## src/rtl/oant_pkg.sv

```systemverilog
// Shared types and constants for the open-addressed name table.
// Holds field widths, command/status codes, the sequencer state type and hash ops.
// No dependencies.
package oant_pkg;

	// Transaction field widths
	localparam int CMD_W  = 2;
	localparam int NAME_W = 64;
	localparam int LEN_W  = 4;
	localparam int VAL_W  = 32;
	localparam int STAT_W = 2;
	localparam int SLOT_W = 6;
	localparam int HASH_W = 16;

	// Request commands
	typedef enum logic [CMD_W-1:0] {
		CMD_LOOKUP = 2'd0,
		CMD_INSERT = 2'd1,
		CMD_CLEAR  = 2'd2
	} oant_cmd_t;

	// Response status codes
	typedef enum logic [STAT_W-1:0] {
		ST_OK   = 2'd0,
		ST_MISS = 2'd1,
		ST_FULL = 2'd2
	} oant_status_t;

	// Operations of the shared hash unit
	typedef enum logic {
		HOP_BYTE  = 1'b0,
		HOP_FINAL = 1'b1
	} oant_hash_op_t;

	// Sequencer states
	typedef enum logic [2:0] {
		S_CLEAR,
		S_IDLE,
		S_HASH,
		S_MOD,
		S_READ,
		S_CHECK,
		S_DONE
	} oant_state_t;

endpackage

```

## src/rtl/oant_hash_unit.sv

```systemverilog
// Shared one-at-a-time hash step: either mixes in one name byte or applies the final avalanche.
// Depends on oant_pkg.
module oant_hash_unit
	import oant_pkg::*;
(
	input  oant_hash_op_t     op,
	input  logic [HASH_W-1:0] h_in,
	input  logic [7:0]        byte_in,
	output logic [HASH_W-1:0] h_out
);
	logic [HASH_W-1:0] a, b;

	always_comb begin
		a = '0;
		b = '0;
		unique case (op)
			HOP_BYTE: begin
				a     = h_in + HASH_W'(byte_in);
				b     = a + (a << 10);
				h_out = b ^ (b >> 6);
			end
			HOP_FINAL: begin
				a     = h_in + (h_in << 3);
				b     = a ^ (a >> 11);
				h_out = b + (b << 15);
			end
			default: h_out = '0;
		endcase
	end
endmodule

```

## config.mk

```make
export PLATFORM = sky130hd
export DESIGN_NAME = oant_hash_unit
export DESIGN_NICKNAME = d
export VERILOG_FILES = /design/src/rtl/oant_pkg.sv /design/src/rtl/oant_hash_unit.sv
export SDC_FILE = /design/constraint.sdc
export NUM_CORES = 1
export LEC_CHECK = 0
export ABC_AREA = 1
export BUFFER_PORTS_ARGS = -buffer_cell sky130_fd_sc_hd__buf_2
export CORE_AREA = 10 10 68 70
export DETAILED_ROUTE_END_ITERATION = 10
export DIE_AREA = 0 0 78 80
export PLACE_DENSITY = 0.79
export SYNTH_ARGS = -nofsm -noshare
export SYNTH_HDL_FRONTEND = slang
export SYNTH_SLANG_ARGS = --single-unit
export TNS_END_PERCENT = 30
```

## constraint.sdc

```tcl
create_clock -name vclk -period 10.8
set_clock_uncertainty 0.15 [all_clocks]
set_input_delay 2.7 -clock vclk [all_inputs]
set_output_delay 2.7 -clock vclk [all_outputs]
set_load 0.05 [all_outputs]
```

==> impl_summary.md <==
Status
The flow ran to the end, and the final reports show no timing, DRC or antenna violations.

Yosys
The synthesized area divided by synthesized cell count is between 5 and 6 sq um. The number of nets produced by synthesis is approximately 370. Sequential elements use 0% of the synthesized area. The area share of the largest cell type after synthesis is between 10% and 20%.

The number of synthesis warnings is 0. Ranked by total cell area, the synthesized netlist is headed by nand2_1, ha_1, nand3_1. The cell taking the most area after synthesis is nand2_1. The mapped netlist covers roughly 1700 sq um. Synthesis produced approximately 320 cells. After synthesis, the netlist uses 27 different library cells.

Pwr
The power per cell area is 104 nW/um^2. The worst IR drop on VDD is around 0.07 mV. The fraction of power consumed by sequential logic is 0%.

Per report_power, the clock group accounts for 0% of the total. The combinational cell fraction of total power is between 90% and 100%. The cell internal power dissipation is a little over 0.06 mW. Net switching is 70.9% of the power. The static leakage is 1.15 nW. In this run the power spent charging and discharging nets is between 0.1 and 0.15 mW. The total power of the final layout is roughly 0.21 mW.

Route
Dividing the detail-routed wire length by the instance count gives about 14 um. The number of iterations in the first detailed-routing pass is 4. Once detail routing completed, the nets flagged for antenna violations numbered 0. The wire length reported by the detailed router is ~5.5 mm.

The routed via count is 2182. For this run, design rule violations remaining after detail routing come to 0. The violation count after the first detailed-routing iteration is 144.

The via-per-instance ratio is 5.46.

STA
The relative slew slack is 64.3%. The final-report max-slew violation count is 0. Setup repair after global routing left no endpoint under its margin. The clock period could shrink to roughly 8.8 ns. The final hold slack is between 5 and 6 ns. Setup violations remaining at the end of the flow were counted as 0. The number of hold violations in the final report is 0. Dividing the final minimum period by the clock period gives 81.4%. For the pin with the worst max-slew slack, the measured transition is 0.533 ns. For the final routed database, the setup TNS stands at 0 ns. The maximum clock rate is 0.114 GHz.

Final layout
Leaving out fill and tap cells, the most frequent cell in the layout is nand2_1. The clock tree buffer count of the final layout is 0. The filler cells instantiated in the layout total ~360. In the layout the commonest cells are nand2_1, nand3_1, inv_1, buf_2, ha_1. The proportion of layout cells with a drive suffix above 1 is around 16%. The antenna diode count is 0. Summing all flip-flop and latch instances after layout gives 0 sq um.

The sequential cell count is 0. The layout overhead on the synthesized area is 14.5%. At the end of the flow, the number of nets in the layout was 409.

The area occupied by multi-input gates is between 1500 and 2000 sq um.

Clocking
The number of buffers added to fix hold violations after cts is 0. Post-CTS repair changed the size of 0 cells. Post-CTS timing repair inserted 0 buffers for setup.

Global routing
The initial antenna violation count is 0. The first global-routing pass estimated 9.29 mm of wire. The via count of the first global-routing pass is 2077. Entering global routing, the biggest net connects 20 pins. The residual overflow from global routing is 0. The total track usage is 17.3%.

Floorplan
The floorplan row count is 21. After floorplanning, the core was sized to cover 3280 sq um. The floorplan step set the die width to around 78 um.

The number of top-level pins is 41. The effective utilization at floorplan is between 50% and 60%. The floorplan step defined a die boundary enclosing around 6200 sq um. In this run the vertical extent of the chip is 80 um.

Setup path
Data on the critical path is required at its endpoint by slightly below 8 ns. Data arrives at the worst endpoint at about 6 ns. The element type at the critical path start is an input pin. STA classifies the critical path endpoint as an output pin. The type of the worst setup path is in -> out. The top fanout value on the critical path is 4.

Worst hold path
The tightest min-delay check is of the in -> out type.

Placed design
The placer's final routability congestion estimate is roughly 0.95. In this run the tool buffered the top-level ports with just over 40 buffer cells. The post-detailed-placement half-perimeter wirelength is approximately 4.8 mm.

Job
The reported max-cap violation count is 0.
[Yosys cell counts]
library cell / count
nand3_1: 49
ha_1: 25
nand2_1: 93
o21ai_1: 2
nor2_1: 14
xnor2_1: 9
o21ai_2: 1
nand2_2: 8
a21oi_1: 20
clkinv_1: 1
o21a_1: 1
nand3_2: 2
buf_2: 1
clkbuf_1: 1
nor3_1: 3
inv_1: 41
xor2_1: 7
a31oi_1: 3
fa_1: 3
nor2_2: 2
nor2_4: 1
nand3b_1: 4
or2_1: 2
o211ai_1: 1
o21ai_0: 12
nand4_1: 8
o21bai_1: 1
[through the flow]
step           worst slack [ns]  utilization, %  cells  instance area (sq um)
6_report                   2.01            61.0    400                   2000
5_1_grt                    1.76            61.0    400                   2000
4_1_cts                    2.05            61.0    400                   2000
3_5_place_dp               2.07            61.0    400                   2000
3_3_place_gp               2.08            61.0    400                   2000
2_1_floorplan              2.16               -    315                   1750
[metal layers]
metal	up-vias	GRT usage [%]	share of wire, %
met1	950	23.4	47
met5	-	0	0
met2	89	27.9	42
met4	0	3.76	1.9
met3	9	2.82	9.1
li1	1134	-	-
[critical path, cell delays in order]
cell,delay (ns)
buf_2,0.12
ha_1,0.18
inv_1,0.06
fa_1,0.38
nand3b_1,0.18
nand2_1,0.09
nand2_1,0.06
nand3_2,0.07
nand2_2,0.08
nor2_2,0.15
xnor2_1,0.13
inv_1,0.06
ha_1,0.21
fa_1,0.41
nand3_1,0.09
nand2_1,0.07
xor2_1,0.16
nor2_1,0.20
nand3_1,0.12
nand3_1,0.11
buf_2,0.27
[area by class of cell]
| type | count | area share (%) |
|---|---|---|
| tap | 46 | 2.88 |
| timing repair buffer | 41 | 10.3 |
| inverter | 42 | 7.87 |
| multi-input combinational | 271 | 79.0 |
[path summary, 6_finish.rpt]
| kind | start | to | slack [ns] | depth (start not counted) |
|---|---|---|---|---|
| max | h_in[0] | h_out[8] | 2.01 | 21 |
| min | h_in[2] | h_out[2] | 5.76 | 5 |
[power by group through the flow]
| stage | logic, mW | clock network (mW) | registers [mW] |
|---|---|---|---|
| after global routing | 0.230 | 0 | 0 |
| after detailed placement | 0.206 | 0 | 0 |
| after global placement | 0.206 | 0 | 0 |
| after floorplan | 0.158 | 0 | 0 |
| after CTS | 0.208 | 0 | 0 |
| final | 0.209 | 0 | 0 |
[cells by family (layout without fill, tap and decap cells)]
kind of cell	count (synthesis)	after routing	synth area share, %
buffers and inverters	44	83	9.52
adders and majority gates	28	28	21.3
and+or+nand+nor	186	186	48.5
AOI/OAI and AO/OA	41	41	12.6
xor gates and xnor gates	16	16	8.02
Note: power is estimated with default switching activity, not from simulation.
