==> config.mk <==
export PLATFORM = sky130hd
export DESIGN_NAME = oant_sub_unit
export DESIGN_NICKNAME = d
export VERILOG_FILES = /design/src/rtl/oant_sub_unit.sv
export SDC_FILE = /design/constraint.sdc
export NUM_CORES = 1
export LEC_CHECK = 0
export BUFFER_PORTS_ARGS = -buffer_cell sky130_fd_sc_hd__buf_4
export CAP_MARGIN = 30
export CORE_MARGIN = 2
export CORE_UTILIZATION = 30
export DETAILED_ROUTE_END_ITERATION = 8
export SYNTH_ARGS = -nofsm -noshare
export SYNTH_HDL_FRONTEND = slang
export SYNTH_SLANG_ARGS = --single-unit
==> constraint.sdc <==
create_clock -name vclk -period 2.85
set_input_delay 0.1425 -clock vclk [all_inputs]
set_output_delay 0.1425 -clock vclk [all_outputs]
set_load 0.02 [all_outputs]
==> src/rtl/oant_sub_unit.sv <==
// Shared compare-and-subtract unit: d = (a >= b) ? a - b : a.
// Used for the modulo reduction of the hash and for wrapping the probe index. No dependencies.
module oant_sub_unit #(
	parameter int W = 17
) (
	input  logic [W-1:0] a,
	input  logic [W-1:0] b,
	output logic [W-1:0] d
);
	assign d = (a >= b) ? (a - b) : a;
endmodule

==> metrics.md, run 1 <==
| Metric | Value |
|---|---|
| Setup total negative slack | 0 ps |
| Worst Path Class, Setup | primary input to output port |
| Fraction of final layout cells sized beyond drive strength 1 | 0.343 |
| Die Footprint | 4480 sq um |
| Post-Syn Area | 1190 sq um |
| Slew margin rel. | 0.713 |
| I/O Pins | 51 |
| Wire length of the first global-routing pass | roughly 4600 um |
| Share of the synthesized area in compound gates (AO/OA/AOI/OAI) | 0.300 |
| Maximum achievable frequency | approximately 380 MHz |
| Antenna Nets Post-Route | 0 |
| Min-Delay Path Depth | 3 |
| Post-cts gate resize count | 0 |
| FF+latch area | 0 sq um |
| Number of setup violations in the final report | 0 |
| Share of synthesized cell area in and, or, nand and nor gates | 0.168 |
| Outcome | finished, final reports clean |
| Routability Congestion | slightly below 0.9 |
| Number of antenna cells inserted | 0 |
| Horizontal die dimension | 66.9 um |
| Class of the tightest hold or removal check | primary input to output port |
| Number of warnings reported in the yosys synthesis log | 0 |
| Total wire length | 2940 um |
| Sequential cell count | 0 |
| Fin util | 0.435 |
| Setup repair after global routing missed its margin | false |
| Final Max Tran Viols | 0 |
| Kind of start point of the critical path | primary input |
| Xor/xnor share of the synthesized area | 0.0811 |
| Leading cell types in the layout, fill and taps excluded | 53 x buf_4, 21 x inv_1, 17 x ha_1, 13 x nand2_1, 13 x a21oi_1 |
| Count of standard-cell rows | 22 |
| Fin nets | 267 |
| Number of clock-tree buffers in the layout | 0 |
| Power Dens Cells | roughly 280 nW/um^2 |
| Combined global-route utilization of all metal layers | 0.124 |
| Vias in the first global route | 1,088 |
| Static Leak | 0.843 nW |
| Routed vias | 1,291 |
| Adder and majority cell fraction of the synthesized area | 0.196 |
| Syn Area/Cell | between 7 and 8 sq um |
| Share of synthesized area spent on multiplexers | 0.176 |
| Arrival time of the worst setup path | ~2500 ps |
| Layout-stage area growth over the synthesis result | 37.3% |
| Core Area | 3740 sq um |
| Post-CTS setup repair buffer count | 0 |
| Actual transition at the worst max-transition pin | around 430 ps |
| Effective utilization at floorplan | 0.317 |
| Required time at the endpoint of the critical path | 2710 ps |
| Top fanout value on the critical path | 4 |
| Count of cell types in the netlist | 39 |
| Number of port buffers | 51 |
| Critical Path Sink Type | output port |
| Count of mapped cells out of synthesis | between 150 and 200 |
| Count of maximum capacitance violations | 0 |
| Maximum number of pins on one net before global-route repair | 11 |
| Post-route DRC | 0 |
| Chip height | between 60 and 70 um |
| Synth Net Count | 214 |
| First-pass iteration count of the detailed router | 4 |
| Congestion Overflow GR | 0 |
| Commonest non-fill, non-tap cell in the layout | buf_4 |
| Maximum VDD drop | ~100 uV |
| Post-route fraction of the period consumed by the critical path | 0.927 |
| Via-per-instance ratio | 4.95 |
| Final hold violations | 0 |
| Detailed router's first-iteration violation count | between 60 and 70 |
| Combinational family with the most area after synthesis | compound AO/OA/AOI/OAI gates |
| Antenna violations before repair | 0 |
| Number of hold buffers added after cts | 0 |
| Sequential fraction of the synthesis area | 0 |
| Period minus WS final | 2640 ps |
| Mean routed wirelength per cell | 11.3 um |
| Sum of net half-perimeters after detailed placement | 2550 um |
## kinds of logic after synthesis
group,after synthesis
simple gates,43
fa+ha+maj,18
buf+inv,23
mux,16
xor+xnor,11
compound gates,51
## report_power, final
part	leakage (nW)	switching (mW)	internal, mW
sequential	0	0	0
clock	0	0	0
combinational	0.843	0.225	0.225
## cell usage after synthesis (all sizes together) (2+ instances only)
cell / instances / share of area
inv: 21 / 0.066
ha: 17 / 0.18
a21oi: 15 / 0.070
mux2: 15 / 0.17
nand2: 13 / 0.041
nor2: 12 / 0.038
o21ai: 9 / 0.041
xnor2: 8 / 0.059
a21o: 4 / 0.025
nand3: 4 / 0.017
nor2b: 4 / 0.021
o2111ai: 4 / 0.030
a211oi: 3 / 0.023
nand2b: 3 / 0.016
xor2: 3 / 0.022
and2: 2 / 0.011
nand4: 2 / 0.011
nor3: 2 / 0.0084
o211a: 2 / 0.017
o211ai: 2 / 0.013
o21a: 2 / 0.013
o21bai: 2 / 0.013
## area by class of cell
class | count | area (sq um)
inverters | 21 | 78.8
multi-input cells | 139 | 1090
well taps | 48 | 60.1
repair buffers | 53 | 398
fillers | 413 | 2110
## layer usage
metal  vias to the layer above  global-route usage  part of all wire
li1                        689                   -                 -
met3                         0             0.00507             0.057
met5                         -                   0                 0
met4                         0                   0                 0
met1                       565               0.185              0.51
met2                        37               0.206              0.44
## worst max-delay path: stages
cell and delay, ps:
buf_4 110, inv_1 60, ha_1 160, inv_1 50, fa_1 420, a211oi_1 260
o21bai_1 180, o2111ai_1 330, o21ai_0 180, xor2_1 170, mux2_4 270, buf_4 160
## stage by stage
stage / hold slack [ps] / area (sq um) / cells / setup slack, ps / total power [mW]
final: 620 / 1630 / 261 / 209 / 0.450
after global routing: 632 / 1630 / 261 / 72.3 / 0.487
after CTS: 622 / 1630 / 261 / 233 / 0.454
after detailed placement: 622 / 1630 / 261 / 257 / 0.452
after global placement: 621 / 1630 / 261 / 247 / 0.452
after floorplan: 445 / 1190 / 162 / 576 / 0.307
## worst paths after layout
path  startpoint     to  slack, ps
min         a[9]   d[9]        620
max         a[0]  d[12]        210
Power figures use the tool's default switching activity.
==> inputs of run 2 (changes only) <==
--- a/config.mk
+++ b/config.mk
@@ -8,8 +8,10 @@
 export BUFFER_PORTS_ARGS = -buffer_cell sky130_fd_sc_hd__buf_4
 export CAP_MARGIN = 30
 export CORE_MARGIN = 2
-export CORE_UTILIZATION = 30
+export CORE_UTILIZATION = 45
 export DETAILED_ROUTE_END_ITERATION = 8
+export MAX_ROUTING_LAYER = met4
+export PLACE_DENSITY = 0.74
 export SYNTH_ARGS = -nofsm -noshare
 export SYNTH_HDL_FRONTEND = slang
 export SYNTH_SLANG_ARGS = --single-unit
==> metrics.md, run 2 (synthesized netlist as in run 1, its figures left out) <==
| Metric | Value |
|---|---|
| Period minus WS final | 2640 ps |
| Commonest non-fill, non-tap cell in the layout | buf_4 |
| Via-per-instance ratio | roughly 5.5 |
| FF+latch area | 0 sq um |
| Core Area | 2500 sq um |
| Count of maximum capacitance violations | 0 |
| Internal power | 0.237 mW |
| Class of the tightest hold or removal check | primary input to output port |
| Total placed cells including tap cells | 250 |
| Power Dens Cells | 282 nW/um^2 |
| Part of the total power dissipated in combinational logic | 1.000 |
| Maximum number of pins on one net before global-route repair | 17 |
| Outcome | finished, final reports clean |
| I/O Pins | 51 |
| Cell with the largest stage delay on the worst path | o21ai_4 |
| Hold WS | 621 ps |
| Final hold violations | 0 |
| Number of non-filler instances in the completed layout | 250 |
| Maximum achievable frequency | about 380 MHz |
| Clock Power Share | 0 |
| Startpoint of the tightest hold check path | a[7] |
| Number of antenna cells inserted | 0 |
| Fin nets | between 200 and 300 |
| Fin util | 0.670 |
| Sum of net half-perimeters after detailed placement | 2790 um |
| Required time at the endpoint of the critical path | ~2700 ps |
| Min-Delay Path Depth | 3 |
| Combined global-route utilization of all metal layers | 0.206 |
| Arrival time of the worst setup path | 2490 ps |
| Mean routed wirelength per cell | 12.9 um |
| Post-route fraction of the period consumed by the critical path | 0.925 |
| Antenna violations before repair | 0 |
| Hold endpoint | d[7] |
| Static Leak | 0.877 nW |
| Number of port buffers | 51 |
| Leading cell types in the layout, fill and taps excluded | 60 x buf_4, 21 x inv_1, 17 x ha_1, 13 x nand2_1, 13 x a21oi_1 |
| Placed cell areas | ~1700 sq um |
| Congestion Overflow GR | 0 |
| Final Max Tran Viols | 0 |
| Largest stage delay, worst path | 570 ps |
| Detailed router's first-iteration violation count | 26 |
| Post-route DRC | 0 |
| Final cell area excluding filler cells | 1670 sq um |
| First-pass iteration count of the detailed router | 4 |
| Fraction of final layout cells sized beyond drive strength 1 | 0.368 |
| Sequential cell count | 0 |
| Number of clock-tree buffers in the layout | 0 |
| Sequential cell fraction of total power | 0 |
| Setup repair after global routing missed its margin | false |
| Overall power of the completed layout | 0.472 mW |
| Effective utilization at floorplan | 0.475 |
| Actual transition at the worst max-transition pin | 657 ps |
| Wire length of the first global-routing pass | between 5000 and 6000 um |
| Switching Share | 0.498 |
| Chip height | 55.4 um |
| Horizontal die dimension | 55.4 um |
| Critical Path Sink Type | output port |
| Routed vias | 1,387 |
| Count of standard-cell rows | 18 |
| Number of inserted filler cells in the final layout | 226 |
| Slew margin rel. | 0.560 |
| Top fanout value on the critical path | 16 |
| CP cell instances | buf_4 > inv_1 > ha_1 > nor2b_1 > o2111ai_1 > a21oi_1 > a211oi_2 > o21ai_4 > mux2_2 > buf_4 |
| Die Footprint | 3070 sq um |
| Layout-stage area growth over the synthesis result | 41.0% |
| Total wire length | 3230 um |
| Worst Path Class, Setup | primary input to output port |
| Antenna Nets Post-Route | 0 |
| Vias in the first global route | about 1.3k |
| Maximum VDD drop | 196 uV |
| CP most frequent cell | buf_4 |
| Number of setup violations in the final report | 0 |
| Routability Congestion | 0.861 |
| Kind of start point of the critical path | primary input |
| Switching component of the power | 0.235 mW |
run 2: cell types whose count changed in the layout (fill, tap and decap cells not counted):
cell | before | now
o21ai_4 | 0 | 1
o21ai_2 | 1 | 0
o2111ai_2 | 0 | 1
buf_4 | 53 | 60
o2111ai_1 | 4 | 3
run 2: area by class of cell:
class	instances	area, sq um	area share
Multi-Input combinational cell	139	1110	0.661
Timing Repair Buffer	60	450	0.269
Inverter	21	78.8	0.0471
Tap cell	30	37.5	0.0224
run 2: what timing repair did:
action / in CTS / in global routing
endpoints found under the setup margin: 6 / 2
hold buffers: 0 / 0
buffers inserted: 0 / 0
gates resized for setup: 1 / 1
cloned: 0 / 0
run 2: how the worst max path moves through the flow:
| stage | slack (ps) | cells after the start | start | to |
|---|---|---|---|---|
| finish | 210 | 10 | b[1] | d[6] |
| detailed placement | -20 | 10 | b[1] | d[6] |
| floorplan | 580 | 10 | b[9] | d[0] |
| CTS | 190 | 12 | a[0] | d[14] |
| global placement | 50 | 9 | a[12] | d[6] |
| global route | 60 | 10 | b[1] | d[6] |
run 2: routing by layer:
layer,vias to the layer above,track usage,share of wire
met1,646,0.273,0.44
met2,37,0.359,0.51
met3,0,0.0141,0.052
met5,-,-,0
li1,704,-,-
met4,0,0.0105,0
run 2: power groups by stage:
stage	clock, mW	sequential, mW	combinational, mW
after floorplan	0	0	0.307
after global placement	0	0	0.458
after detailed placement	0	0	0.467
after CTS	0	0	0.472
after global routing	0	0	0.512
final	0	0	0.472
run 2: worst max-delay path, delay by kind of cell:
| kind | cells | cell delay, ps |
|---|---|---|
| AO/OA/AOI/OAI | 4 | 1160 |
| adder cells (fa/ha/maj) | 1 | 290 |
| buffers and inverters | 3 | 280 |
| multiplexers | 1 | 410 |
| AND/OR/NAND/NOR | 1 | 180 |
run 2: stage by stage:
| stage | TNS [ps] | setup slack [ps] |
|---|---|---|
| final | 0 | 215 |
| after global routing | 0 | 56.3 |
| after CTS | 0 | 192 |
| after detailed placement | -91.7 | -22.1 |
| after global placement | 0 | 48.8 |
| after floorplan | 0 | 576 |
==> inputs of run 3 (changes only) <==
--- a/config.mk
+++ b/config.mk
@@ -11,7 +11,8 @@
 export CORE_UTILIZATION = 45
 export DETAILED_ROUTE_END_ITERATION = 8
 export MAX_ROUTING_LAYER = met4
-export PLACE_DENSITY = 0.74
+export PLACE_DENSITY = 0.76
+export RECOVER_POWER = 25
 export SYNTH_ARGS = -nofsm -noshare
 export SYNTH_HDL_FRONTEND = slang
 export SYNTH_SLANG_ARGS = --single-unit
==> metrics.md, run 3 (synthesized netlist as in run 1, its figures left out) <==
| Metric | Value |
|---|---|
| Number of port buffers | 51 |
| Internal power | 0.229 mW |
| Vias in the first global route | 1,312 |
| Antenna Nets Post-Route | 0 |
| Slew margin rel. | 0.556 |
| Hold WS | 621 ps |
| Routability Congestion | 0.881 |
| Actual transition at the worst max-transition pin | 663 ps |
| Placed cell areas | 1640 sq um |
| Post-CTS setup repair buffer count | 0 |
| Fin util | 0.656 |
| Core Area | 2500 sq um |
| Combined global-route utilization of all metal layers | 0.217 |
| Number of non-filler instances in the completed layout | between 200 and 250 |
| Final Max Tran Viols | 0 |
| Leading cell types in the layout, fill and taps excluded | 56 x buf_4, 21 x inv_1, 17 x ha_1, 13 x nand2_1, 13 x a21oi_1 |
| Setup total negative slack | 0 ps |
| Routed vias | 1,407 |
| Mean routed wirelength per cell | 13.3 um |
| Startpoint of the tightest hold check path | a[10] |
| Count of standard-cell rows | 18 |
| Via-per-instance ratio | approximately 5.7 |
| Switching component of the power | 0.235 mW |
| Placement Setup Slack | -14.2 ps |
| Slack of the critical path | 206 ps |
| Number of inserted filler cells in the final layout | 224 |
| Number of clock-tree buffers in the layout | 0 |
| Met1 capacity usage during global routing | 0.287 |
| Maximum achievable frequency | 378 MHz |
| Wire length of the first global-routing pass | 5660 um |
| Post-route DRC | 0 |
| Sequential cell fraction of total power | 0 |
| Part of the total power dissipated in combinational logic | 1.000 |
| I/O Pins | 51 |
| Setup repair after global routing missed its margin | false |
| Outcome | finished, final reports clean |
| Commonest non-fill, non-tap cell in the layout | buf_4 |
| Sequential cell count | 0 |
| Effective utilization at floorplan | 0.475 |
| Met3 track utilization from global routing | 0.00468 |
| Fraction of final layout cells sized beyond drive strength 1 | 0.346 |
| Maximum number of pins on one net before global-route repair | 17 |
| Total placed cells including tap cells | 247 |
| Detailed router's first-iteration violation count | 31 |
| Sum of net half-perimeters after detailed placement | 2740 um |
| Power Dens Cells | 283 nW/um^2 |
| Final cell area excluding filler cells | 1640 sq um |
| Fin nets | 271 |
| Critical path launch point | b[1] |
| Met2 routing resource usage after global routing | 0.384 |
| Count of maximum capacitance violations | 0 |
| Antenna violations before repair | 0 |
| Overall power of the completed layout | 0.464 mW |
| Horizontal die dimension | 55.4 um |
| FF+latch area | 0 sq um |
| Maximum VDD drop | 165 uV |
| Die Footprint | 3070 sq um |
| Most Crowded Layer GR | met2 |
| Layout-stage area growth over the synthesis result | 38.0% |
| Clock Power Share | 0 |
| Worst Path Class, Setup | primary input to output port |
| Number of antenna cells inserted | 0 |
| Switching Share | 0.506 |
| Critical Path Sink Type | output port |
| Class of the tightest hold or removal check | primary input to output port |
| First-pass iteration count of the detailed router | 4 |
| Static Leak | 0.854 nW |
| Top fanout value on the critical path | 16 |
| Chip height | 55.4 um |
| Arrival time of the worst setup path | 2500 ps |
| Post-route fraction of the period consumed by the critical path | 0.928 |
| Period minus WS final | 2640 ps |
| Final hold violations | 0 |
| Kind of start point of the critical path | primary input |
| Total wire length | 3290 um |
| Required time at the endpoint of the critical path | 2710 ps |
| Number of setup violations in the final report | 0 |
| Number of hold buffers added after cts | 0 |
| Congestion Overflow GR | 0 |
==> run 3: changes by cell type in the layout (fill, tap and decap cells not counted) <==
cell / previous run / this run
mux2_4: 8 / 7
buf_4: 60 / 56
mux2_1: 0 / 1
clkbuf_1: 0 / 1
a211oi_2: 1 / 0
a211oi_1: 2 / 3
==> run 3: repair_timing <==
item	CTS	global route
setup endpoints to repair	6	1
cloned	0	0
endpoints found under the hold margin	0	0
resized for setup	1	1
==> run 3: layout make-up <==
class,count,area [sq um],area share
timing repair buffer,57,424,0.259
tap,30,37.5,0.0229
multi-input combinational,139,1100,0.670
inverter,21,78.8,0.0481
==> run 3: worst paths after layout <==
| path | end | slack, ps | cells after the start |
|---|---|---|---|
| max | d[1] | 210 | 10 |
| min | d[10] | 620 | 3 |
==> run 3: layer usage <==
layer | up-vias | routed length (um)
met2 | 47 | 1630
met3 | 4 | 143
met1 | 656 | 1490
met4 | 0 | 31
met5 | - | 0
li1 | 700 | -
==> run 3: power groups by stage <==
stage               Combinational (mW)  Clock, mW  Sequential [mW]
detailed placement               0.461          0                0
finish                           0.464          0                0
floorplan                        0.307          0                0
global placement                 0.450          0                0
global route                     0.502          0                0
CTS                              0.465          0                0
==> run 3: worst max-delay path, stage by stage <==
cell and delay (ps):
buf_4 80, inv_1 50, ha_1 280, nor2b_1 170, o2111ai_1 190, a21oi_1 260
a211oi_1 170, o21ai_4 580, mux2_2 410, buf_4 160
