<file path="config.mk">
export PLATFORM = sky130hd
export DESIGN_NAME = oant_ram
export DESIGN_NICKNAME = d
export VERILOG_FILES = /design/src/rtl/oant_ram.sv
export SDC_FILE = /design/constraint.sdc
export NUM_CORES = 1
export LEC_CHECK = 0
export BUFFER_PORTS_ARGS = -buffer_cell sky130_fd_sc_hd__buf_2
export CAP_MARGIN = 5
export CORE_MARGIN = 10
export CORE_UTILIZATION = 45
export DETAILED_ROUTE_END_ITERATION = 10
export PLACE_DENSITY = 0.68
export SLEW_MARGIN = 20
export SYNTH_ARGS = -nofsm -noshare
export SYNTH_HDL_FRONTEND = slang
export SYNTH_SLANG_ARGS = --single-unit
export TNS_END_PERCENT = 100
</file>
<file path="constraint.sdc">
create_clock -name clk -period 3.1 [get_ports clk]
set_input_delay 0.93 -clock clk [delete_from_list [all_inputs] [get_ports clk]]
set_output_delay 0.93 -clock clk [all_outputs]
set_load 0.02 [all_outputs]
</file>
<file path="src/rtl/oant_ram.sv">
// Generic single-write, single-read RAM with registered read data.
// No dependencies.
module oant_ram #(
	parameter int WIDTH = 8,
	parameter int DEPTH = 64
) (
	input  logic                     clk,
	input  logic                     we,
	input  logic [$clog2(DEPTH)-1:0] waddr,
	input  logic [WIDTH-1:0]         wdata,
	input  logic [$clog2(DEPTH)-1:0] raddr,
	output logic [WIDTH-1:0]         rdata
);
	logic [WIDTH-1:0] mem_q [DEPTH];
	logic [WIDTH-1:0] rdata_q;

	always_ff @(posedge clk) begin
		if (we) begin
			mem_q[waddr] <= wdata;
		end
		rdata_q <= mem_q[raddr];
	end

	assign rdata = rdata_q;
endmodule

</file>
==> results of run 1 <==
[cell type report]
| class | instances | share of cell area (%) |
|---|---|---|
| diodes | 1 | 0.0106 |
| clock buffers | 56 | 5.50 |
| clock inverters | 37 | 1.63 |
| multi-input cells | 369 | 18.4 |
| flip-flops and latches | 520 | 66.1 |
| well taps | 592 | 3.15 |
| repair buffers | 154 | 5.25 |
[through the flow]
stage	hold WS, ns	std cells	utilization [%]	cell area (um2)	TNS, ns
detailed placement	0.825	1635	49.4	21800	-0.0216
finish	0.718	1729	53.2	23500	0
global placement	0.801	1635	49.4	21800	-0.0871
floorplan	0.718	940	-	20200	0
CTS	0.700	1728	53.2	23500	0
global route	0.712	1729	53.2	23500	0
[flip-flops by register name, summed over array words and instances, names as in the netlist]
name	count
rdata	8
mem_q	512
[worst max-delay path: stages]
cell and delay, ns:
clkbuf_8 0.32, buf_12 0.19, buf_4 0.18, mux4_2 0.52, mux2_2 0.32, o311ai_1 0.41
nand2_1 0.09
[report_power, final]
part	leakage (nW)	internal (mW)	switching, mW
clock	0.815	3.60	2.57
combinational	2.09	0.319	0.460
sequential	4.67	7.78	0.0262
total	7.58	11.7	3.05
[cells in the final DEF (no fill, tap or decap), types with 3 or more instances in the layout]
cell,Yosys,final
clkbuf_1,17,4
a22oi_1,3,3
nand3_1,13,13
clkbuf_8,0,3
nand2b_1,7,7
o22ai_1,8,8
buf_4,13,116
clkinv_1,0,14
clkbuf_16,0,50
a221oi_1,6,6
nor3_1,7,7
dfxtp_1,8,8
mux4_2,126,126
clkinvlp_4,0,3
a21oi_1,3,3
o2111ai_1,3,3
bufinv_16,0,7
inv_6,0,3
mux2_2,13,13
nand3b_1,3,3
mux2i_1,23,23
buf_2,11,26
edfxtp_1,512,512
nor2b_1,14,14
buf_12,2,11
o2bb2ai_1,3,3
a211oi_1,4,4
nor2_1,83,83
nand2_1,19,19
o221ai_1,8,8
clkinv_2,0,8
[cells by family after synthesis]
family          Yosys count  synth area share [%]
buf+inv                  51                  1.57
flops                   520                  77.0
compound gates           54                  2.07
mux                     162                  15.9
simple gates            153                  3.39
[worst paths after layout]
path | start | endpoint | slack, ns | cells past startpoint
worst max-delay path | raddr[0] | rdata[7] | 0.58 | 7
worst min-delay path | wdata[0] | mem_q[14][0] | 0.72 | 1
worst max register to register | mem_q[29][4] | rdata[4] | 1.10 | 6
worst min register to register | mem_q[22][0] | rdata[0] | 0.84 | 4
[metal layers]
metal | wire (um) | share of wire, %
met5 | 7 | 0.016
met4 | 1440 | 3.2
met2 | 21600 | 48
met3 | 3620 | 8.1
met1 | 17900 | 40
==> results.md, run 1 <==
- Hold Crit Class: in2reg
- Area grow syn2layout: 16.6%
- Final worst setup slack: between 0.5 and 0.6 ns
- Gr busiest metal: met2
- CP Class: in2reg
- Slew Limit Fails: 0
- I/O Buffers: 29
- Post-route clock period utilization: 81.2%
- Initial DRC Count: 1,049
- Std cell rows: 77
- Post-synth top cells: edfxtp_1 (512), mux4_2 (126), nor2_1 (83), mux2i_1 (23), nand2_1 (19)
- Asr flop ratio synth: 0%
- Post-cts repair resize count: 0
- Core ar.: 44,200 um2
- Gate Count Post-Synth: 940
- Yosys top cell area share: 76.2%
- Static leakage: 7.58 nW
- Pwr Density: 628 nW/um2
- Initial antenna violation count: 2
- Total global routing overflow: 0
- RSZ-0062 raised after global routing: no
- Multi-input logic area: 4320 um2
- CP required: 3.56 ns
- Total GRT Usage: 16.9%
- DP Worst Slack: -0.0192 ns
- Max Cap Viol: 0
- Cell taking the most area after synthesis: edfxtp_1
- Met1 global-route usage: 22.2%
- Crit start category: input port
- Syn Area/Cell: 21.5 um2
- FF+latch count, synth: 520
- Crit path time final: around 2.5 ns
- Worst-Margin Slew: 0.886 ns
- Count leader, synth: edfxtp_1
- H-tree Lvls: 2
- # hold bufs at CTS: 0
- First-pass GRT wire length: 67.4 mm
- CP Max Fanout: 21
- Clk Latency, worst-skew pair: 0.59 ns
- WL/cell: 25.8 um
- Largest net degree at the start of global routing: 65
- Layout fillers: 3,352
- Total chip power: 14.8 mW
- Clock net sink count: 520
- I/O pins: 30
- GR Layer Usage met2: 26.8%
- Starting Density: 45.6%
- CTS buffer count: 50
- Die Y: 232 um
- Post-DP HPWL: 28.4 mm
- Worst setup EP type: flip-flop
- Nets: approximately 1,100
- Post-CTS setup buffers: 0
- DRT Wirelength: 44.6 mm
- Die Area: 53,700 um2
- Vias in the first global route: 10,403
- Endpoints failing setup: 0
- Ys flop type: edfxtp_1
- Final Skew: 0.0160 ns
- Maximum vdd drop: 0.000341 V
- Post-route ant nets: 0
- Synth top area cells: edfxtp_1 (76%), mux4_2 (14%), nor2_1 (1.5%), mux2i_1 (1.1%), dfxtp_1 (0.79%)
- GPL Wtd Cong: approximately 0.83
- Share of layout cells above drive strength 1: 32.6%
- Synth warn: 0
- Post-DR vias/cell: 5.76
- Netlist cell types: 40
- Synth Net Count: 962
- Outcome: finished, final reports clean
- CTS tree: built
- Number of flops mapped to enable cells by yosys: 512
- Total area of sequential cells: 15,500 um2
- Synth Cell Area: ~20,000 um2
- Detailed-route via count: 9,965
- Clk pin slew, worst setup/hold paths: 0.06 ns
- Slew Limit Headroom: between 40% and 50%
- Root Driver: clkbuf_16
- GRT met3 Usage: 3.88%
- Final Hold Viols: 0
- Clock tree buffer depth: 3
- FMAX: 397 MHz
- Pre-Repair DR Iteration Count: 7
- Critical path arrival: 2.98 ns
- Sequential share of the synthesized area: 77.0%
- DRC errors left: 0
- Die W: around 230 um
(Power assumes the default switching activity.)
==> inputs of run 2 (changes only) <==
==> constraint.sdc (replaced) <==
create_clock -name clk -period 2.35 [get_ports clk]
set_input_delay 0.705 -clock clk [delete_from_list [all_inputs] [get_ports clk]]
set_output_delay 0.705 -clock clk [all_outputs]
set_load 0.02 [all_outputs]
==> run 2 against run 1 <==
Wire length decreased by 0.49%; total power is 30% higher; critical path depth rose by 2; sequential cell count unchanged; largest cell class unchanged; sequential power up 32%; first-iteration DRC count shrank 2.9%; critical path type unchanged.
==> results.md, run 2 (synthesis gave the netlist of run 1 again) <==
- Outcome: finished, final reports clean
- Vias in the first global route: 10,296
- CTS tree: built
- Most common cell after layout, fill and taps aside: edfxtp_1
- Post-cts repair resize count: 0
- Pre-Repair DR Iteration Count: 5
- Crit path max-delay cell type: a221oi_1
- Max FFs per register: 512
- Worst-Margin Slew: 0.730 ns
- Delay-heaviest family, CP: buffers and inverters
- Crit start category: input port
- Clk pin slew, worst setup/hold paths: 0.06 ns
- Clock power share: 40.7%
- Nets: 1,149
- RSZ-0062 raised after global routing: no
- CTS buffer count: 51
- GPL Wtd Cong: 0.846
- Total global routing overflow: 0
- Detailed-route via count: 9,948
- Metal2 WL: 21.9 mm
- Clock tree buffer depth: 3
- Final Hold Viols: 0
- DRT Wirelength: 44.4 mm
- Fin util: 53.5%
- Post-DP HPWL: around 29 mm
- WL/cell: 25.2 um
- Post-CTS setup buffers: 0
- Core ar.: ~44,000 um2
- Root Driver: clkbuf_16
- Total GRT Usage: 16.8%
- Seq pwr share: 53.8%
- First-pass GRT wire length: 67.3 mm
- CP required: around 2.8 ns
- Die Y: 232 um
- Post-route ant nets: 0
- Std cell rows: 77
- Pwr Density: 810 nW/um2
- Slew Limit Headroom: 51.4%
- Initial antenna violation count: 3
- Post-DR vias/cell: 5.65
- Clk Latency, worst-skew pair: 0.60 ns
- Most used cell, CP: buf_4
- Commonest cells after routing, fill and taps aside: edfxtp_1 (512), buf_4 (150), mux4_2 (126)
- Maximum vdd drop: roughly 0.00057 V
- Combinational share of power: 5.5%
- Starting Density: 45.6%
- Hold Crit Class: in2reg
- Slew Limit Fails: 0
- Crit-path max cell delay: 0.44 ns
- Die Area: 53,700 um2
- CP Class: in2reg
- Sw Pwr: between 3 and 4 mW
- Final worst setup slack: approximately 0.16 ns
- Area grow syn2layout: 17.3%
- Largest net degree at the start of global routing: between 60 and 70
- Crit-path cells: clkbuf_8 > buf_12 > buf_4 > buf_4 > mux2i_1 > a22oi_1 > a221oi_1 > buf_4 > o2bb2ai_1
- CP Max Fanout: 27
- Initial DRC Count: 1,019
- DP Worst Slack: -0.491 ns
- Endpoints failing setup: 0
- H-tree Lvls: 2
- Static leakage: ~7.7 nW
- Register with the most flip-flops: mem_q
- Final setup TNS: 0 ns
- Net switching share of the total power: 20.7%
- I/O Buffers: 29
- DRC errors left: 0
- Metal-1 WL: 18.1 mm
- Met3 WL post-DR: 3.26 mm
- Post-route clock period utilization: 93.2%
- FMAX: between 400 and 500 MHz
- Critical path arrival: ~2.7 ns
- Die W: 232 um
- I/O pins: 30
- Crit path buffers/inverters: 5
- Int Pwr: 15.2 mW
- Clock net sink count: 520
- Final Skew: 0.0247 ns
- Max Cap Viol: 0
- # hold bufs at CTS: 0
- DR top layer: met5
- Share of layout cells above drive strength 1: ~34%
- Crit path time final: around 2.2 ns
- Worst setup EP type: flip-flop
-- run 2: area by class of cell --
class	instances	area [um2]
diodes	3	7.51
clock buffers	70	1350
clock inverters	22	238
fillers	3367	20600
multi-input cells	369	4320
flip-flops and latches	520	15500
well taps	592	741
repair buffers	185	1480
-- run 2: power groups by stage --
stage | registers [mW] | logic, mW | clock network, mW
3_5_place_dp | 10.5 | 1.07 | 0
3_3_place_gp | 10.5 | 1.05 | 0
4_1_cts | 10.3 | 1.07 | 7.94
6_report | 10.3 | 1.06 | 7.79
5_1_grt | 10.3 | 1.14 | 8.33
2_1_floorplan | 10.5 | 0.548 | 0
-- run 2: worst register-to-register path: stages, from the launching register on --
cell       delay, ns
edfxtp_1        0.36
mux4_2          0.50
mux2_2          0.31
a221oi_1        0.47
buf_4           0.19
o2bb2ai_1       0.06
-- run 2: per-stage QoR --
| stage | std cells | hold WS (ns) | cell area (um2) | power, mW |
|---|---|---|---|---|
| 2_1_floorplan | 940 | 0.718 | 20200 | 11.0 |
| 3_3_place_gp | 1666 | 0.864 | 22100 | 11.6 |
| 3_5_place_dp | 1666 | 0.871 | 22100 | 11.6 |
| 4_1_cts | 1758 | 0.487 | 23600 | 19.3 |
| 5_1_grt | 1759 | 0.519 | 23700 | 19.8 |
| 6_report | 1761 | 0.519 | 23700 | 19.2 |
-- run 2: worst paths after layout --
check                                   from        to  slack (ns)  cells after the start
worst max-delay path                raddr[0]  rdata[0]        0.16                      9
worst min-delay path                raddr[5]  rdata[1]        0.52                      3
worst max register to register  mem_q[47][0]  rdata[0]        0.36                      5
worst min register to register  mem_q[19][2]  rdata[2]        0.90                      4
-- run 2: per-layer routing --
| layer | GRT usage (%) | vias to the layer above |
|---|---|---|
| met4 | 5.43 | 4 |
| li1 | - | 4299 |
| met3 | 3.58 | 77 |
| met1 | 22.4 | 5194 |
| met5 | 0 | - |
| met2 | 27.4 | 374 |
==> inputs of run 3 (changes only) <==
--- a/config.mk
+++ b/config.mk
@@ -10,6 +10,7 @@
 export CORE_MARGIN = 10
 export CORE_UTILIZATION = 45
 export DETAILED_ROUTE_END_ITERATION = 10
+export GPL_TIMING_DRIVEN = 0
 export PLACE_DENSITY = 0.68
 export SLEW_MARGIN = 20
 export SYNTH_ARGS = -nofsm -noshare
==> run 3 against run 2 <==
The flow now finishes with violations (negative setup slack); sequential power about the same; fmax decreased by 12%; clock skew fell by 0.012 ns; critical path depth decreased by 6; wire length grew 7.1%; largest cell class unchanged; highest routed layer unchanged.
==> results.md, run 3 (synthesis gave the netlist of run 1 again) <==
- Pre-Repair DR Iteration Count: 7
- Worst setup EP type: flip-flop
- Pwr Density: 837 nW/um2
- Max Cap Viol: 0
- Maximum vdd drop: slightly above 0.0004 V
- FMAX: 404 MHz
- Post-route ant nets: 0
- Clk Latency, worst-skew pair: a little under 0.6 ns
- # hold bufs at CTS: 0
- Final Skew: 0.0123 ns
- Share of layout cells above drive strength 1: a little under a third
- Max FFs per register: 512
- Die Y: about 230 um
- CTS tree: built
- DRC errors left: 0
- Most common cell after layout, fill and taps aside: edfxtp_1
- Worst hold start: raddr[5]
- DRT Wirelength: roughly 48 mm
- Hold path endpoint: rdata[3]
- Post-DP HPWL: 30.0 mm
- Post-DR vias/cell: 5.99
- Clk pin slew, worst setup/hold paths: 0.06 ns
- Worst r2r src: mem_q[29][4]
- I/O pins: 30
- Total global routing overflow: 0
- H-tree Lvls: 2
- Largest net degree at the start of global routing: 65
- Clock net sink count: 520
- Final Hold Viols: 0
- Slew Limit Headroom: 35.0%
- Final setup TNS: -5.29 ns
- Final worst setup slack: -0.126 ns
- CTS buffer count: 51
- Root Driver: clkbuf_16
- Core ar.: approximately 44,000 um2
- Crit start category: input port
- Initial antenna violation count: 2
- Die Area: 53,700 um2
- Hold Path Cell Cnt: 2
- ANT cells: 0
- Slew Limit Fails: 0
- Starting Density: between 40 and 50%
- Post-route clock period utilization: 105%
- Total chip power: around 19 mW
- Nets: roughly 1,000
- Std cell rows: 77
- Detailed-route via count: approximately 10,000
- Register with the most flip-flops: mem_q
- Clock tree buffer depth: 3
- CP Max Fanout: 10
- Outcome: finished, violations left
- Initial DRC Count: roughly 1,400
- Failing checks: negative setup slack
- Vias in the first global route: 9,876
- Die W: 232 um
- GPL Wtd Cong: 0.891
- Worst R2R End: rdata[4]
- Critical path arrival: about 2.7 ns
- Endpoints failing setup: 99
- DP Worst Slack: -1.19 ns
- R2R Setup Slk: 0.18 ns
- I/O Buffers: 21
- FF-to-FF path depth: 5
- Hold Crit Class: in2reg
- RSZ-0062 raised after global routing: yes
- CP required: 2.55 ns
- Worst-Margin Slew: approximately 0.97 ns
- Crit path time final: 2.48 ns
- Area grow syn2layout: 13.5%
- CP Class: in2reg
- WL/cell: 28.9 um
- Commonest cells after routing, fill and taps aside: edfxtp_1 (512), mux4_2 (126), clkbuf_16 (54)
- Static leakage: 7.08 nW
- Total GRT Usage: between 15 and 20%
- First-pass GRT wire length: 69.0 mm
==> run 3: changes by cell type in the layout (fill, tap and decap cells not counted), sizes merged <==
cell	delta
buf	-129
bufinv	-3
clkbuf	+14
clkinv	+8
clkinvlp	+2
diode	-3
inv	-3
==> run 3: cell type report <==
| class | instances | area [um2] |
|---|---|---|
| multi-input combinational | 369 | 4470 |
| fill | 3404 | 21300 |
| clock buffer | 67 | 1450 |
| buffer | 51 | 395 |
| timing repair buffer | 22 | 143 |
| clock inverter | 26 | 156 |
| sequential | 520 | 15500 |
| tap | 592 | 741 |
==> run 3: worst max-delay path, cell delays in order <==
cell	delay (ns)
clkbuf_1	0.32
nand4_1	0.71
nor2_1	0.93
==> run 3: what timing repair did <==
item / 4_1_cts / 5_1_grt
setup buffers: 0 / 0
cloned: 0 / 0
endpoints found under the hold margin: 0 / 0
pin swaps: 0 / 0
setup endpoints to repair: 104 / 249
resized for setup: 35 / 43
==> run 3: worst max path at each step <==
stage	startpoint	endpoint	slack (ns)	depth (start not counted)
after floorplan	raddr[0]	rdata[3]	0.005	6
after global placement	raddr[1]	rdata[7]	-1.15	9
after detailed placement	raddr[1]	rdata[3]	-1.19	7
after CTS	waddr[2]	mem_q[13][4]	-0.11	4
after global routing	waddr[2]	mem_q[21][5]	-0.15	4
final	waddr[1]	mem_q[23][5]	-0.13	3
==> run 3: routing by layer <==
| metal | track usage (%) | up-vias | part of all wire, % |
|---|---|---|---|
| li1 | - | 4089 | - |
| met1 | 24.2 | 5160 | 40 |
| met5 | 0 | - | 0.046 |
| met2 | 28.3 | 519 | 48 |
| met3 | 3.38 | 96 | 8.7 |
| met4 | 5.94 | 4 | 3.2 |
==> run 3: through the flow <==
stage	hold WS [ns]	util (%)	area (um2)	std cells
2_1_floorplan	0.718	-	20200	940
3_3_place_gp	0.936	47.5	21000	1553
3_5_place_dp	0.922	47.6	21000	1554
4_1_cts	0.528	51.4	22800	1647
5_1_grt	0.540	51.8	22900	1647
6_report	0.566	51.8	22900	1647
==> run 3: power by group <==
part | internal [mW] | leakage [nW] | switching (mW) | total, mW
clock network | 4.44 | 0.795 | 3.37 | 7.81
registers | 10.3 | 4.67 | 0.0167 | 10.3
logic | 0.388 | 1.61 | 0.686 | 1.07
total | 15.1 | 7.08 | 4.07 | 19.2
